### config.mk
export PLATFORM = sky130hd
export DESIGN_NAME = milliseconds_to_calendar_flat
export DESIGN_NICKNAME = d
export VERILOG_FILES = /design/src/hdl/mtc_pkg.sv /design/src/hdl/mtc_stream_if.sv /design/src/hdl/mtc_core.sv /design/src/hdl/milliseconds_to_calendar.sv /design/src/flat_wrapper.sv
export VERILOG_INCLUDE_DIRS = /design/src /design/src/hdl
export SDC_FILE = /design/constraint.sdc
export NUM_CORES = 1
export LEC_CHECK = 0
export ABC_AREA = 1
export BUFFER_PORTS_ARGS = -buffer_cell sky130_fd_sc_hd__buf_2
export CAP_MARGIN = 20
export CORE_ASPECT_RATIO = 0.9
export CORE_MARGIN = 2
export CORE_UTILIZATION = 60
export CTS_BUF_LIST = sky130_fd_sc_hd__clkbuf_8
export DETAILED_ROUTE_END_ITERATION = 16
export PLACE_DENSITY_LB_ADDON = 0.2
export REMOVE_ABC_BUFFERS = 1
export SYNTH_ARGS = -nofsm -noshare
export SYNTH_HDL_FRONTEND = slang
export SYNTH_SLANG_ARGS = --single-unit
export TNS_END_PERCENT = 20
### constraint.sdc
create_clock -name i_clk -period 8.6 [get_ports i_clk]
set_clock_uncertainty 0.05 [all_clocks]
set_input_delay 0.43 -clock i_clk [delete_from_list [all_inputs] [get_ports i_clk]]
set_output_delay 0.43 -clock i_clk [all_outputs]
set_load 0.05 [all_outputs]
### src/hdl/milliseconds_to_calendar_macros.svh
// Assertion macros for the calendar converter RTL.
// Included by mtc_core, which carries the concurrent checks; needs nothing else.
`ifndef MILLISECONDS_TO_CALENDAR_MACROS_SVH
`define MILLISECONDS_TO_CALENDAR_MACROS_SVH

// Same-cycle implication, disabled while reset is asserted.
`define MTC_ASSERT_IMPL(lbl, clk, rst_n, ante, cons, msg) \
    lbl: assert property (@(posedge clk) disable iff (!rst_n) (ante) |-> (cons)) \
        else $error(msg);

// Next-cycle implication, disabled while reset is asserted.
`define MTC_ASSERT_NEXT(lbl, clk, rst_n, ante, cons, msg) \
    lbl: assert property (@(posedge clk) disable iff (!rst_n) (ante) |=> (cons)) \
        else $error(msg);

`endif

### src/hdl/mtc_pkg.sv
// Types, constants and microcode ROM of the calendar converter.
// No dependencies; used by mtc_core and milliseconds_to_calendar.
package mtc_pkg;

    localparam int ACC_W  = 49;   // time_ms width, also the divider shift register
    localparam int DAYS_W = 23;   // whole-day count after the time-of-day split
    localparam int YEAR_W = 16;   // year accumulator, covers the full year range
    localparam int ITER_W = 8;    // subtract loop counter
    localparam int K_W    = 18;   // widest constant in the microcode (days per 400 years)
    localparam int NB_W   = 6;    // divider step count
    localparam int REM_W  = 10;   // divider remainder, divisor at most 1000
    localparam int DIG_W  = 7;    // quotient digit; seven digits cover the accumulator
    localparam int RCP_W  = 26;   // reciprocal of the divisor, scaled by 2^RCP_SH
    localparam int RCP_SH = 30;
    localparam int PC_W   = 4;

    typedef logic [PC_W-1:0] t_pc;

    typedef enum logic [2:0] {
        OP_DIV,     // divide the accumulator by k, one 7-bit digit at a time
        OP_RANGE,   // latch day count, flag out of range, jump on error
        OP_SUB,     // subtract k from days while possible (at most three times with lim3), add yinc to year
        OP_MONTH,   // walk the month table
        OP_DONE     // hand the result over
    } t_op;

    typedef enum logic [2:0] {
        DST_NONE,
        DST_MS,
        DST_SEC,
        DST_MIN,
        DST_HR,
        DST_Q100,
        DST_Q4,
        DST_Q1
    } t_dst;

    typedef enum logic {
        ST_IDLE,
        ST_RUN
    } t_state;

    typedef struct packed {
        t_op              op;
        logic [K_W-1:0]   k;
        logic [RCP_W-1:0] recip;  // ceil(2^RCP_SH / k) for the divide words
        logic [8:0]       yinc;
        logic [NB_W-1:0]  nsteps;
        logic             lim3;   // loop runs at most three times
        t_dst             dst;
        t_pc              jmp;
    } t_uword;

    typedef struct packed {
        logic [48:0] time_ms;
    } t_in_item;

    typedef struct packed {
        logic [13:0] year;
        logic [3:0]  month;
        logic [4:0]  day;
        logic [4:0]  hour;
        logic [5:0]  minute;
        logic [5:0]  second;
        logic [9:0]  millisecond;
        logic        range_error;
    } t_out_item;

    localparam t_pc PC_RANGE = 4'd4;
    localparam t_pc PC_DONE  = 4'd10;

    // Microcode program, one control word per step.
    function automatic t_uword ucode(input t_pc pc);
        t_uword w;
        w = '{op: OP_DONE, k: '0, recip: '0, yinc: '0, nsteps: '0, lim3: 1'b0,
              dst: DST_NONE, jmp: '0};
        case (pc)
            4'd0: w = '{op: OP_DIV, k: 18'd1000, recip: 26'd1073742, yinc: '0,
                        nsteps: 6'd14, lim3: 1'b0, dst: DST_MS, jmp: '0};
            4'd1: w = '{op: OP_DIV, k: 18'd60, recip: 26'd17895698, yinc: '0,
                        nsteps: 6'd14, lim3: 1'b0, dst: DST_SEC, jmp: '0};
            4'd2: w = '{op: OP_DIV, k: 18'd60, recip: 26'd17895698, yinc: '0,
                        nsteps: 6'd14, lim3: 1'b0, dst: DST_MIN, jmp: '0};
            4'd3: w = '{op: OP_DIV, k: 18'd24, recip: 26'd44739243, yinc: '0,
                        nsteps: 6'd14, lim3: 1'b0, dst: DST_HR, jmp: '0};
            4'd4: w = '{op: OP_RANGE, k: '0, recip: '0, yinc: '0, nsteps: '0, lim3: 1'b0,
                        dst: DST_NONE, jmp: PC_DONE};
            4'd5: w = '{op: OP_SUB, k: 18'd146097, recip: '0, yinc: 9'd400, nsteps: '0,
                        lim3: 1'b0, dst: DST_NONE, jmp: '0};
            4'd6: w = '{op: OP_SUB, k: 18'd36524, recip: '0, yinc: 9'd100, nsteps: '0,
                        lim3: 1'b1, dst: DST_Q100, jmp: '0};
            4'd7: w = '{op: OP_SUB, k: 18'd1461, recip: '0, yinc: 9'd4, nsteps: '0,
                        lim3: 1'b0, dst: DST_Q4, jmp: '0};
            4'd8: w = '{op: OP_SUB, k: 18'd365, recip: '0, yinc: 9'd1, nsteps: '0,
                        lim3: 1'b1, dst: DST_Q1, jmp: '0};
            4'd9: w = '{op: OP_MONTH, k: '0, recip: '0, yinc: '0, nsteps: '0, lim3: 1'b0,
                        dst: DST_NONE, jmp: '0};
            default: w = '{op: OP_DONE, k: '0, recip: '0, yinc: '0, nsteps: '0,
                           lim3: 1'b0, dst: DST_NONE, jmp: '0};
        endcase
        return w;
    endfunction

    // Month length, month index counted from zero.
    function automatic logic [4:0] month_len(input logic leap, input logic [3:0] m);
        logic [4:0] len;
        case (m)
            4'd1:    len = leap ? 5'd29 : 5'd28;
            4'd3:    len = 5'd30;
            4'd5:    len = 5'd30;
            4'd8:    len = 5'd30;
            4'd10:   len = 5'd30;
            default: len = 5'd31;
        endcase
        return len;
    endfunction

endpackage

### src/hdl/mtc_stream_if.sv
// Valid/ready channel carrying one request or result payload.
// Payload type comes from mtc_pkg through the type parameter.
interface mtc_stream_if #(
    parameter type T = logic
) ();
    logic valid;
    logic ready;
    T     data;

    modport source (output valid, output data, input ready);
    modport sink   (input valid, input data, output ready);
endinterface

### src/hdl/mtc_core.sv
// Microcoded sequencer and datapath of the calendar converter.
// Uses mtc_pkg (ROM, types) and milliseconds_to_calendar_macros.svh.
`include "milliseconds_to_calendar_macros.svh"

module mtc_core #(
    parameter int unsigned MAX_YEAR = 9999
) (
    input  logic               i_clk,
    input  logic               i_rst_n,
    input  logic               i_start,
    input  logic [48:0]        i_time_ms,
    output logic               o_idle,
    output logic               o_res_valid,
    input  logic               i_res_ready,
    output mtc_pkg::t_out_item o_res
);

    // First day after the last supported year
    localparam logic [24:0] DaysLimit =
        25'(MAX_YEAR * 365 + MAX_YEAR / 4 - MAX_YEAR / 100 + MAX_YEAR / 400);

    // Digit divider widths: remainder and digit, then times the reciprocal
    localparam int VAL_W  = mtc_pkg::REM_W + mtc_pkg::DIG_W;
    localparam int PROD_W = VAL_W + mtc_pkg::RCP_W;

    mtc_pkg::t_state r_state, n_state;
    mtc_pkg::t_pc    r_pc, n_pc;

    logic [mtc_pkg::ACC_W-1:0]  r_acc, n_acc;
    logic [mtc_pkg::REM_W-1:0]  r_rem, n_rem;
    logic [mtc_pkg::DIG_W-1:0]  r_qd, n_qd;
    logic [mtc_pkg::NB_W-1:0]   r_bit, n_bit;
    logic [mtc_pkg::DAYS_W-1:0] r_days, n_days;
    logic [mtc_pkg::YEAR_W-1:0] r_year, n_year;
    logic [mtc_pkg::ITER_W-1:0] r_iter, n_iter;
    logic [1:0]                 r_q100, n_q100;
    logic [4:0]                 r_q4, n_q4;
    logic [1:0]                 r_q1, n_q1;
    logic [3:0]                 r_month, n_month;
    logic                       r_err, n_err;
    logic [9:0]                 r_ms, n_ms;
    logic [5:0]                 r_sec, n_sec;
    logic [5:0]                 r_min, n_min;
    logic [4:0]                 r_hr, n_hr;

    mtc_pkg::t_uword w, nw;
    logic [VAL_W-1:0]          div_val;
    logic [PROD_W-1:0]         div_prod;
    logic [mtc_pkg::DIG_W-1:0] div_q;
    logic [VAL_W-1:0]          div_back;
    logic [mtc_pkg::REM_W-1:0] div_rem;
    logic                      sub_go;
    logic                      leap;
    logic [4:0]                mlen;
    logic                      mon_go;
    logic                      adv;
    logic                      take_jmp;

    // Control word and shared datapath terms
    always_comb begin
        w        = mtc_pkg::ucode(r_pc);
        // partial dividend: running remainder and the next digit of the accumulator
        div_val  = {r_rem, r_acc[mtc_pkg::ACC_W-1 -: mtc_pkg::DIG_W]};
        // reciprocal is rounded up, exact for every partial dividend below 128 * k
        div_prod = PROD_W'(div_val) * PROD_W'(w.recip);
        div_q    = div_prod[mtc_pkg::RCP_SH +: mtc_pkg::DIG_W];
        div_back = VAL_W'(r_qd) * VAL_W'(w.k[mtc_pkg::REM_W-1:0]);
        div_rem  = mtc_pkg::REM_W'(div_val - div_back);
        sub_go   = (r_days >= {5'b0, w.k}) && !(w.lim3 && (r_iter == 8'd3));
        // leap iff last year of a 4-year cycle, not the 100th year unless the 400th
        leap     = (r_q1 == 2'd3) && ((r_q4 != 5'd24) || (r_q100 == 2'd3));
        mlen     = mtc_pkg::month_len(leap, r_month);
        mon_go   = (r_month != 4'd11) && (r_days >= {18'b0, mlen});
    end

    // Sequencer: next state, step counter and datapath updates
    always_comb begin
        n_state  = r_state;
        n_pc     = r_pc;
        n_acc    = r_acc;
        n_rem    = r_rem;
        n_qd     = r_qd;
        n_bit    = r_bit;
        n_days   = r_days;
        n_year   = r_year;
        n_iter   = r_iter;
        n_q100   = r_q100;
        n_q4     = r_q4;
        n_q1     = r_q1;
        n_month  = r_month;
        n_err    = r_err;
        n_ms     = r_ms;
        n_sec    = r_sec;
        n_min    = r_min;
        n_hr     = r_hr;
        o_idle      = 1'b0;
        o_res_valid = 1'b0;
        adv      = 1'b0;
        take_jmp = 1'b0;

        case (r_state)
            mtc_pkg::ST_IDLE: begin
                o_idle = 1'b1;
                if (i_start) begin
                    n_state = mtc_pkg::ST_RUN;
                    n_acc   = i_time_ms;
                    n_year  = '0;
                    n_month = '0;
                    n_err   = 1'b0;
                end
            end
            mtc_pkg::ST_RUN: begin
                case (w.op)
                    mtc_pkg::OP_DIV: begin
                        // odd step: quotient digit; even step: remainder and shift
                        if (r_bit[0]) begin
                            n_qd = div_q;
                        end else begin
                            n_rem = div_rem;
                            n_acc = {r_acc[mtc_pkg::ACC_W-mtc_pkg::DIG_W-1:0], r_qd};
                        end
                        n_bit = r_bit - 6'd1;
                        if (r_bit == '0) begin
                            adv = 1'b1;
                            case (w.dst)
                                mtc_pkg::DST_MS:  n_ms  = div_rem;
                                mtc_pkg::DST_SEC: n_sec = div_rem[5:0];
                                mtc_pkg::DST_MIN: n_min = div_rem[5:0];
                                mtc_pkg::DST_HR:  n_hr  = div_rem[4:0];
                                default: ;
                            endcase
                        end
                    end
                    mtc_pkg::OP_RANGE: begin
                        n_days   = r_acc[mtc_pkg::DAYS_W-1:0];
                        n_err    = r_acc >= {24'b0, DaysLimit};
                        adv      = 1'b1;
                        take_jmp = n_err;
                    end
                    mtc_pkg::OP_SUB: begin
                        if (sub_go) begin
                            n_days = r_days - {5'b0, w.k};
                            n_year = r_year + {7'b0, w.yinc};
                            n_iter = r_iter + 8'd1;
                        end else begin
                            adv = 1'b1;
                            case (w.dst)
                                mtc_pkg::DST_Q100: n_q100 = r_iter[1:0];
                                mtc_pkg::DST_Q4:   n_q4   = r_iter[4:0];
                                mtc_pkg::DST_Q1:   n_q1   = r_iter[1:0];
                                default: ;
                            endcase
                        end
                    end
                    mtc_pkg::OP_MONTH: begin
                        if (mon_go) begin
                            n_days  = r_days - {18'b0, mlen};
                            n_month = r_month + 4'd1;
                        end else begin
                            adv = 1'b1;
                        end
                    end
                    mtc_pkg::OP_DONE: begin
                        o_res_valid = 1'b1;
                        if (i_res_ready) begin
                            n_state = mtc_pkg::ST_IDLE;
                        end
                    end
                    default: n_state = mtc_pkg::ST_IDLE;
                endcase
            end
            default: n_state = mtc_pkg::ST_IDLE;
        endcase

        // Step to the next word (or program start) and prime its counters
        if (r_state == mtc_pkg::ST_IDLE) begin
            n_pc = '0;
        end else if (adv) begin
            n_pc = take_jmp ? w.jmp : r_pc + 4'd1;
        end
        nw = mtc_pkg::ucode(n_pc);
        if (adv || (r_state == mtc_pkg::ST_IDLE)) begin
            n_bit  = nw.nsteps - 6'd1;
            n_rem  = '0;
            n_iter = '0;
        end
    end

    // Control registers
    always_ff @(posedge i_clk) begin
        if (!i_rst_n) begin
            r_state <= mtc_pkg::ST_IDLE;
            r_pc    <= '0;
        end else begin
            r_state <= n_state;
            r_pc    <= n_pc;
        end
    end

    // Datapath registers
    always_ff @(posedge i_clk) begin
        r_acc   <= n_acc;
        r_rem   <= n_rem;
        r_qd    <= n_qd;
        r_bit   <= n_bit;
        r_days  <= n_days;
        r_year  <= n_year;
        r_iter  <= n_iter;
        r_q100  <= n_q100;
        r_q4    <= n_q4;
        r_q1    <= n_q1;
        r_month <= n_month;
        r_err   <= n_err;
        r_ms    <= n_ms;
        r_sec   <= n_sec;
        r_min   <= n_min;
        r_hr    <= n_hr;
    end

    // Result; everything but the flag reads zero when out of range
    always_comb begin
        o_res.range_error = r_err;
        if (r_err) begin
            o_res.year        = '0;
            o_res.month       = '0;
            o_res.day         = '0;
            o_res.hour        = '0;
            o_res.minute      = '0;
            o_res.second      = '0;
            o_res.millisecond = '0;
        end else begin
            o_res.year        = 14'(r_year + 16'd1);
            o_res.month       = r_month + 4'd1;
            o_res.day         = r_days[4:0] + 5'd1;
            o_res.hour        = r_hr;
            o_res.minute      = r_min;
            o_res.second      = r_sec;
            o_res.millisecond = r_ms;
        end
    end

    `MTC_ASSERT_NEXT(a_start_at_zero, i_clk, i_rst_n,
        (r_state == mtc_pkg::ST_IDLE) && i_start,
        (r_state == mtc_pkg::ST_RUN) && (r_pc == '0), "sequencer did not start at step zero")
    `MTC_ASSERT_IMPL(a_month_bound, i_clk, i_rst_n,
        r_state == mtc_pkg::ST_RUN, r_month <= 4'd11, "month index past December")
    `MTC_ASSERT_IMPL(a_short_loop, i_clk, i_rst_n,
        (r_state == mtc_pkg::ST_RUN) && (w.op == mtc_pkg::OP_SUB) && w.lim3,
        r_iter <= 8'd3, "century or year loop ran more than three times")
    `MTC_ASSERT_IMPL(a_error_zeroes, i_clk, i_rst_n,
        o_res_valid && o_res.range_error,
        (o_res.year == '0) && (o_res.month == '0) && (o_res.day == '0),
        "out-of-range result carries a date")

endmodule

### src/hdl/milliseconds_to_calendar.sv
// Millisecond timestamp to proleptic Gregorian date and time converter.
//
// Requests arrive on i_in (valid/ready, payload time_ms: milliseconds since
// 0001-01-01 00:00:00.000); one result per request leaves on o_out with year,
// month, day, hour, minute, second, millisecond and range_error.
// A request is taken only while the sequencer is idle, one at a time.
// Each request goes through division by 1000, 60, 60 and 24 (seven 7-bit
// digits each), one range check, then subtract loops over 400/100/4/1-year
// spans and months; the loop counts of the subtract steps set how long it
// takes, and a request that raises the range flag skips the loops. With a free
// output a new request is taken in the cycle after each result is handed over.
// Results beyond year MAX_YEAR come back with range_error set and all other
// fields zero.
// A result sits in an output register; the next request may be accepted while
// it waits. If the receiver stalls and a second result is ready, the sequencer
// holds it until the output register frees up.
// Reset (synchronous, active low) returns the sequencer to idle and empties
// the output register.
// Depends on mtc_pkg, mtc_stream_if and mtc_core.

module milliseconds_to_calendar #(
    parameter int unsigned MAX_YEAR = 9999
) (
    input  logic         i_clk,
    input  logic         i_rst_n,
    mtc_stream_if.sink   i_in,
    mtc_stream_if.source o_out
);

    logic               core_idle;
    logic               core_res_valid;
    logic               core_res_ready;
    mtc_pkg::t_out_item core_res;

    mtc_pkg::t_out_item r_out;
    logic               r_out_valid;

    mtc_core #(
        .MAX_YEAR (MAX_YEAR)
    ) u_core (
        .i_clk       (i_clk),
        .i_rst_n     (i_rst_n),
        .i_start     (i_in.valid && core_idle),
        .i_time_ms   (i_in.data.time_ms),
        .o_idle      (core_idle),
        .o_res_valid (core_res_valid),
        .i_res_ready (core_res_ready),
        .o_res       (core_res)
    );

    assign i_in.ready     = core_idle;
    assign core_res_ready = !r_out_valid || o_out.ready;

    // Output register valid flag
    always_ff @(posedge i_clk) begin
        if (!i_rst_n) begin
            r_out_valid <= 1'b0;
        end else if (core_res_valid && core_res_ready) begin
            r_out_valid <= 1'b1;
        end else if (o_out.ready) begin
            r_out_valid <= 1'b0;
        end
    end

    // Output register payload
    always_ff @(posedge i_clk) begin
        if (core_res_valid && core_res_ready) begin
            r_out <= core_res;
        end
    end

    assign o_out.valid = r_out_valid;
    assign o_out.data  = r_out;

endmodule

### src/flat_wrapper.sv
// flat-port wrapper written by rule: the top's interface ports become plain ports
module milliseconds_to_calendar_flat 
#(
    parameter int unsigned MAX_YEAR = 9999
)
  (i_clk, i_rst_n, i_in_valid, i_in_data, i_in_ready, o_out_valid, o_out_data, o_out_ready);
  mtc_stream_if #(.T(mtc_pkg::t_in_item)) i_in_i ();
  mtc_stream_if #(.T(mtc_pkg::t_out_item)) o_out_i ();
  input  logic i_clk;
  input  logic i_rst_n;
  input wire logic [$bits(i_in_i.valid)-1:0] i_in_valid;
  input wire logic [$bits(i_in_i.data)-1:0] i_in_data;
  output wire logic [$bits(i_in_i.ready)-1:0] i_in_ready;
  output wire logic [$bits(o_out_i.valid)-1:0] o_out_valid;
  output wire logic [$bits(o_out_i.data)-1:0] o_out_data;
  input wire logic [$bits(o_out_i.ready)-1:0] o_out_ready;
  assign i_in_i.valid = i_in_valid;
  assign i_in_i.data = i_in_data;
  assign i_in_ready = i_in_i.ready;
  assign o_out_valid = o_out_i.valid;
  assign o_out_data = o_out_i.data;
  assign o_out_i.ready = o_out_ready;
  milliseconds_to_calendar #(.MAX_YEAR(MAX_YEAR)) u_core (.i_clk(i_clk), .i_rst_n(i_rst_n), .i_in(i_in_i), .o_out(o_out_i));
endmodule
==> summary.md, run 1 <==
| Metric | Value |
|---|---|
| Crit path DAT | `7.12 ns` |
| Top cell by count, worst path | `fa_1` |
| Total power | `3.41 mW` |
| Resized cells post-CTS | `0` |
| Min-Delay Path Class | `input port to flip-flop` |
| # clock sinks | `243` |
| Worst path bufs/invs | `5` |
| Fin crit period | `6.76 ns` |
| Core area | `0.0395 mm^2` |
| Worst-skew pair later-pin latency | `0.57 ns` |
| Synth top area share | `0.246` |
| Final core occ | `0.653` |
| Die Ht | `194 um` |
| Tot GR Track Use | `0.313` |
| Per-cell routed wire length | `18.2 um` |
| # rows | `69` |
| Global route overflow | `0` |
| Root Driver | `clkbuf_8` |
| Postcts setup bufs | `0` |
| Slowest cell on the critical path | `dfxtp_1` |
| Max Clk Rate | `0.148 GHz` |
| # setup viols final | `0` |
| Relative slew slack | `0.405` |
| Input/output buffers | `105` |
| Ranking of synthesized cells by area | `fa_1, edfxtp_1, inv_1, ha_1, nand2_1` |
| Hold Slack | `0.0804 ns` |
| Max Cap Viol | `0` |
| Die span in x | `215 um` |
| Drt total wl | `62.1 mm` |
| Final period util | `0.787` |
| Worst path cell trace | `nand2_1 > inv_1 > fa_1 > fa_1 > inv_1 > fa_1 > inv_1 > fa_1 > fa_1 > inv_1 > fa_1 > inv_1 > ha_1 > nand2_1 > or4_1 > o21ai_0 > nand3_1 > nand2_1 > nand3_1 > nand2_1 > xor2_1` |
| Initial core utilization | `0.607` |
| Setup_tns | `0 ns` |
| Largest net degree at the start of global routing | `72` |
| Synth Register Bits | `243` |
| Residual DRC | `0` |
| Post-DRT Antenna Nets | `0` |
| CTS tree | `done` |
| Switch Pwr | `1.19 mW` |
| Routed vias/inst | `5.34` |
| Net count, final | `3386` |
| Ys async rst share | `0` |
| Leakage power | `13.7 nW` |
| CP delay by family, top | `adder cells` |
| Post-synth cell types | `52` |
| Largest stage delay, worst path | `0.76 ns` |
| Layout overhead on the synthesized area | `7.50%` |
| Vias in the first global route | `18392` |
| Crit end category | `flip-flop` |
| Internal | `2.22 mW` |
| Number of I/O pins | `106` |
| RSZ-0062 raised after global routing | `false` |
| Count leader, synth | `inv_1` |
| Crit path max fanout | `17` |
| Power share of the sequential group | `0.404` |
| H-tree levels | `2` |
| Comb power frac | `0.309` |
| Synth Flop Type | `edfxtp_1` |
| Max Root-Sink Buffers | `3` |
| Hold Violations, Final | `0` |
| Placed Area | `0.0250 mm^2` |
| Mean area per synthesized cell | `8.72 um^2` |
| Slew Viols, Final | `0` |
| Die ar. | `0.0416 mm^2` |
| Type of the worst setup path | `flip-flop to flip-flop` |
| Post-Syn Instances | `2749` |
| Synth top cells by count | `inv_1, nand2_1, fa_1` |
| N_diodes | `0` |
| Sequential area share after synthesis | `0.283` |
| Post-synth EDFFs | `191` |
| Critical path launch point type | `flip-flop` |
| Required @ worst endpoint | `8.96 ns` |
| HPWL Detailed | `51.8 mm` |
| CTS Hold Bufs | `0` |
| Maximum vdd ir drop | `0.137 mV` |
| Status | `finished, final reports clean` |
| Final instance area | `0.0258 mm^2` |
| GPL Wtd Cong | `0.995` |
| Worst Tran Pin Value | `0.892 ns` |
| Number of buffers created by CTS | `39` |
| Post-Syn Area | `0.0240 mm^2` |
| Clock power share | `0.287` |
| Layout cell share with drive strength beyond 1 | `0.0813` |
| Initial DRC count | `1707` |
| Sw Share | `0.349` |
| Yosys warnings | `0` |
| Vias | `18207` |
| Cell taking the most area after synthesis | `fa_1` |
| Initial antenna violation count | `0` |
| First-pass GRT wire length | `101 mm` |
| Clk slew on worst S/H paths | `0.06 ns` |
| Pwr per Cell Area | `133 mW/mm^2` |
| First-pass DRT Iterations | `8` |
==> power by group through the flow <==
stage | logic, mW | clock network (mW) | registers [mW]
2_1_floorplan | 0.720 | 0 | 1.39
3_3_place_gp | 1.01 | 0 | 1.40
3_5_place_dp | 1.04 | 0 | 1.40
4_1_cts | 1.06 | 1.00 | 1.38
5_1_grt | 1.22 | 1.05 | 1.38
6_report | 1.06 | 0.980 | 1.38
==> tightest hold or removal path, cell delays in order <==
cell and delay (ns):
buf_2 0.07, nand2_1 0.04, nand2_1 0.04
==> per-layer routing <==
layer | up-vias | share of wire | routed length, um | GRT usage
li1 | 8633 | - | - | -
met1 | 8696 | 0.46 | 28300 | 0.473
met2 | 786 | 0.42 | 26400 | 0.458
met3 | 92 | 0.097 | 6000 | 0.0717
met4 | 0 | 0.023 | 1440 | 0.0754
met5 | - | 0 | 0 | 0
==> cell families after synthesis <==
group | count (synthesis) | share of synthesized area
XOR/XNOR | 66 | 0.0241
buffers and inverters | 766 | 0.121
adder cells (fa/ha/maj) | 485 | 0.345
AND/OR/NAND/NOR | 938 | 0.167
flip-flops | 243 | 0.283
AO/OA/AOI/OAI | 251 | 0.0593
==> registers in the layout, indices dropped and copies added (netlist names), 4 cells and up <==
register	count
u_core.u_core.r_iter	8
u_core.u_core.r_bit	6
u_core.u_core.r_month	4
u_core.u_core.r_min	6
u_core.u_core.r_acc	49
u_core.o_out.data	51
u_core.u_core.r_hr	5
u_core.u_core.r_ms	10
u_core.u_core.r_q4	5
u_core.u_core.r_rem	10
u_core.u_core.r_year	14
u_core.u_core.r_sec	6
u_core.u_core.r_pc	4
u_core.u_core.r_qd	7
u_core.u_core.r_days	23
u_core.u_core.w	28
==> cells in the final DEF, fill, tap and decap left out, drive strengths merged, types with 2 or more instances in the layout <==
cell     instances
a21oi          113
nor2           197
o311ai           3
or2             14
nor3            21
o211ai           7
o2111ai          4
xnor2           19
o31ai            2
xor2            47
fa             294
a31oi            9
o21a             6
a21boi           2
dfxtp           52
a21o             6
clkbuf          44
edfxtp         191
nand4           31
ha             191
a211oi           4
buf            117
o21bai           8
nand2          578
nor4             8
nor3b            2
o221ai           7
nand3b           4
inv            722
nand3           81
clkinv          10
o21ai           78
==> worst paths after layout <==
path | from | to | slack [ns] | cells after the start
worst max register to register | u_core.u_core.w[48]$_SDFF_PP0_ | u_core.u_core.r_qd[4]$_DFFE_PP_ | 1.84 | 21
worst min-delay path | i_in_data[39] | u_core.u_core.r_acc[39]$_DFFE_PP_ | 0.08 | 3
worst min register to register | u_core.u_core.r_iter[6]$_SDFFE_PP0P_ | u_core.u_core.r_iter[6]$_SDFFE_PP0P_ | 0.44 | 2
worst max-delay path | u_core.u_core.w[48]$_SDFF_PP0_ | u_core.u_core.r_qd[4]$_DFFE_PP_ | 1.84 | 21
==> stage by stage <==
stage | instances | setup WS, ns
after floorplan | 2690 | 2.72
after CTS | 3410 | 1.87
after global routing | 3410 | 1.36
after global placement | 3337 | 2.03
after detailed placement | 3339 | 1.90
final | 3410 | 1.84
==> area by class of cell <==
class | count | area, um^2
Multi-Input combinational cell | 1740 | 14300
Clock inverter | 27 | 148
Fill cell | 3360 | 13700
Sequential cell | 243 | 6780
Tap cell | 532 | 666
Timing Repair Buffer | 117 | 613
Clock buffer | 44 | 606
Inverter | 707 | 2650
Note: power is estimated with default switching activity, not from simulation.
==> run 2, diff against run 1 <==
--- a/config.mk
+++ b/config.mk
@@ -11,7 +11,7 @@
 export CAP_MARGIN = 20
 export CORE_ASPECT_RATIO = 0.9
 export CORE_MARGIN = 2
-export CORE_UTILIZATION = 60
+export CORE_UTILIZATION = 59
 export CTS_BUF_LIST = sky130_fd_sc_hd__clkbuf_8
 export DETAILED_ROUTE_END_ITERATION = 16
 export PLACE_DENSITY_LB_ADDON = 0.2
==> constraint.sdc (replaced) <==
create_clock -name i_clk -period 6 [get_ports i_clk]
set_clock_uncertainty 0.05 [all_clocks]
set_input_delay 0.3 -clock i_clk [delete_from_list [all_inputs] [get_ports i_clk]]
set_output_delay 0.3 -clock i_clk [all_outputs]
set_load 0.05 [all_outputs]
==> run 2 against run 1 <==
Final cell count increased by 5.7%. Non-clock buffer count increased by 181. Core utilization increased by 3.6 points. Largest cell class unchanged. Sequential power increased by 43%. Combinational power increased by 61%. Critical path depth increased by 2. Power increased by 52%. Fmax increased by 14%. Final area increased by 8.0%. Highest routed layer is now met5.
==> summary.md, run 2 (synthesized netlist as in run 1, its figures left out) <==
| Metric | Value |
|---|---|
| Status | `finished, final reports clean` |
| Largest net degree at the start of global routing | `72` |
| Critical path launch point type | `flip-flop` |
| Core area | `0.0404 mm^2` |
| Number of I/O pins | `106` |
| GPL Wtd Cong | `1.03` |
| Hold Violations, Final | `0` |
| Place WS | `-0.136 ns` |
| Die span in x | `216 um` |
| R2R Setup Slk | `0.08 ns` |
| Total power | `5.20 mW` |
| Initial antenna violation count | `2` |
| Required @ worst endpoint | `6.26 ns` |
| RSZ-0062 raised after global routing | `true` |
| # setup viols final | `0` |
| Final instance area | `0.0278 mm^2` |
| Vias in the first global route | `19469` |
| Routed vias/inst | `5.29` |
| Reg2Reg Depth | `23` |
| R2r startpoint | `u_core.u_core.w[48]$_SDFF_PP0_` |
| Commonest non-fill, non-tap cell in the layout | `inv_1` |
| Worst Tran Pin Value | `0.912 ns` |
| Global route overflow | `0` |
| Pwr per Cell Area | `187 mW/mm^2` |
| Max Cap Viol | `0` |
| First-pass DRT Iterations | `5` |
| Max Clk Rate | `0.169 GHz` |
| Worst-skew pair later-pin latency | `0.59 ns` |
| Input/output buffers | `105` |
| Initial DRC count | `1665` |
| Slew Viols, Final | `0` |
| H-tree levels | `2` |
| Die ar. | `0.0423 mm^2` |
| Max reg flops | `51` |
| First-pass GRT wire length | `104 mm` |
| Hold depth | `2` |
| Vias | `19070` |
| Layout overhead on the synthesized area | `16.1%` |
| Initial core utilization | `0.594` |
| Min-Delay Path Class | `input port to flip-flop` |
| Max Root-Sink Buffers | `3` |
| # clock sinks | `243` |
| Final period util | `0.986` |
| Tot GR Track Use | `0.320` |
| Hold Slack | `0.0437 ns` |
| Clk slew on worst S/H paths | `0.07 ns` |
| # rows | `70` |
| Die Ht | `195 um` |
| Fin crit period | `5.92 ns` |
| Root Driver | `clkbuf_8` |
| Hold EP | `u_core.o_out.valid$_SDFFE_PN0P_` |
| Placed Area | `0.0260 mm^2` |
| Commonest cells after routing, fill and taps aside | `inv_1, nand2_1, fa_1, edfxtp_1` |
| Net count, final | `3569` |
| Relative slew slack | `0.386` |
| Type of the worst setup path | `flip-flop to flip-flop` |
| Per-cell routed wire length | `18.0 um` |
| Drt total wl | `65.0 mm` |
| Crit end category | `flip-flop` |
| CTS tree | `done` |
| Residual DRC | `0` |
| Post-DRT Antenna Nets | `0` |
| Worst reg2reg endpoint | `u_core.u_core.r_qd[4]$_DFFE_PP_` |
| Maximum vdd ir drop | `0.182 mV` |
| Layout cell share with drive strength beyond 1 | `0.153` |
| Layout Cells excl Fill | `3604` |
| Inst Count DP | `3469` |
| Crit path DAT | `6.17 ns` |
| Hold Startpoint | `i_rst_n` |
| Final WS setup | `0.0848 ns` |
| HPWL Detailed | `52.6 mm` |
| Leakage power | `14.6 nW` |
| Number of buffers created by CTS | `41` |
| Crit path max fanout | `8` |
==> run 2: worst max-delay path, cell delays in order, from the launching register on <==
cell and delay, ns:
dfxtp_4 0.45, buf_6 0.15, buf_12 0.10, nand2_1 0.07, buf_4 0.16, fa_2 0.65, inv_2 0.06, fa_2 0.53
fa_1 0.43, fa_1 0.52, fa_1 0.55, inv_1 0.05, fa_1 0.53, inv_1 0.07, ha_4 0.24, a21oi_2 0.14
inv_2 0.07, a31oi_2 0.18, nand3_1 0.13, nand2_1 0.08, a21oi_1 0.05, nor2_1 0.17, nand2_2 0.08, xor2_1 0.13
==> run 2: metrics by stage <==
stage / util / TNS, ns
2_1_floorplan: - / 0
3_3_place_gp: 0.643 / -0.298
3_5_place_dp: 0.643 / -0.434
4_1_cts: 0.676 / 0
5_1_grt: 0.689 / -0.180
6_report: 0.689 / 0
==> run 2: final cells by class <==
class | instances | area [um^2]
Antenna cell | 1 | 2.50
Multi-Input combinational cell | 1740 | 14700
Inverter | 707 | 2660
Clock inverter | 24 | 146
Tap cell | 540 | 676
Timing Repair Buffer | 298 | 2170
Fill cell | 3142 | 12500
Clock buffer | 51 | 702
Sequential cell | 243 | 6800
==> run 2: worst max path at each step <==
| stage | start | end | slack, ns | cells after the start |
|---|---|---|---|---|
| 5_1_grt | u_core.u_core.r_acc[47]$_DFFE_PP_ | u_core.u_core.r_qd[4]$_DFFE_PP_ | -0.06 | 26 |
| 3_3_place_gp | u_core.u_core.r_rem[0]$_SDFFE_PP0P_ | u_core.u_core.r_qd[2]$_DFFE_PP_ | -0.08 | 20 |
| 2_1_floorplan | u_core.u_core.w[48]$_SDFF_PP0_ | u_core.u_core.r_qd[0]$_DFFE_PP_ | 0.12 | 20 |
| 4_1_cts | u_core.u_core.r_acc[47]$_DFFE_PP_ | u_core.u_core.r_qd[5]$_DFFE_PP_ | 0.0009 | 21 |
| 6_report | u_core.u_core.w[48]$_SDFF_PP0_ | u_core.u_core.r_qd[4]$_DFFE_PP_ | 0.08 | 23 |
| 3_5_place_dp | u_core.u_core.r_rem[0]$_SDFFE_PP0P_ | u_core.u_core.r_qd[2]$_DFFE_PP_ | -0.14 | 20 |
==> run 2: repair_timing <==
| action | CTS | global route |
|---|---|---|
| endpoints found under the hold margin | 49 | 0 |
| buffers inserted | 0 | 10 |
| endpoints found under the setup margin | 6 | 7 |
| pin swaps | 1 | 69 |
| hold buffers | 49 | 0 |
| cloned | 0 | 0 |
| gates resized for setup | 6 | 115 |
==> run 2: where the power goes <==
part           total (mW)  switching (mW)  internal (mW)
Combinational        1.71            1.02          0.685
Clock                1.53           0.713          0.816
Sequential           1.97          0.0571           1.91
Total                5.20            1.79           3.41
==> run 2: routing by layer <==
layer  global-route usage  vias up  wire length (um)
li1                     -     9010                 -
met1                0.463     9133             28100
met2                0.489      802             28500
met3               0.0724      123              6500
met4               0.0840        2              1870
met5                    0        -                11
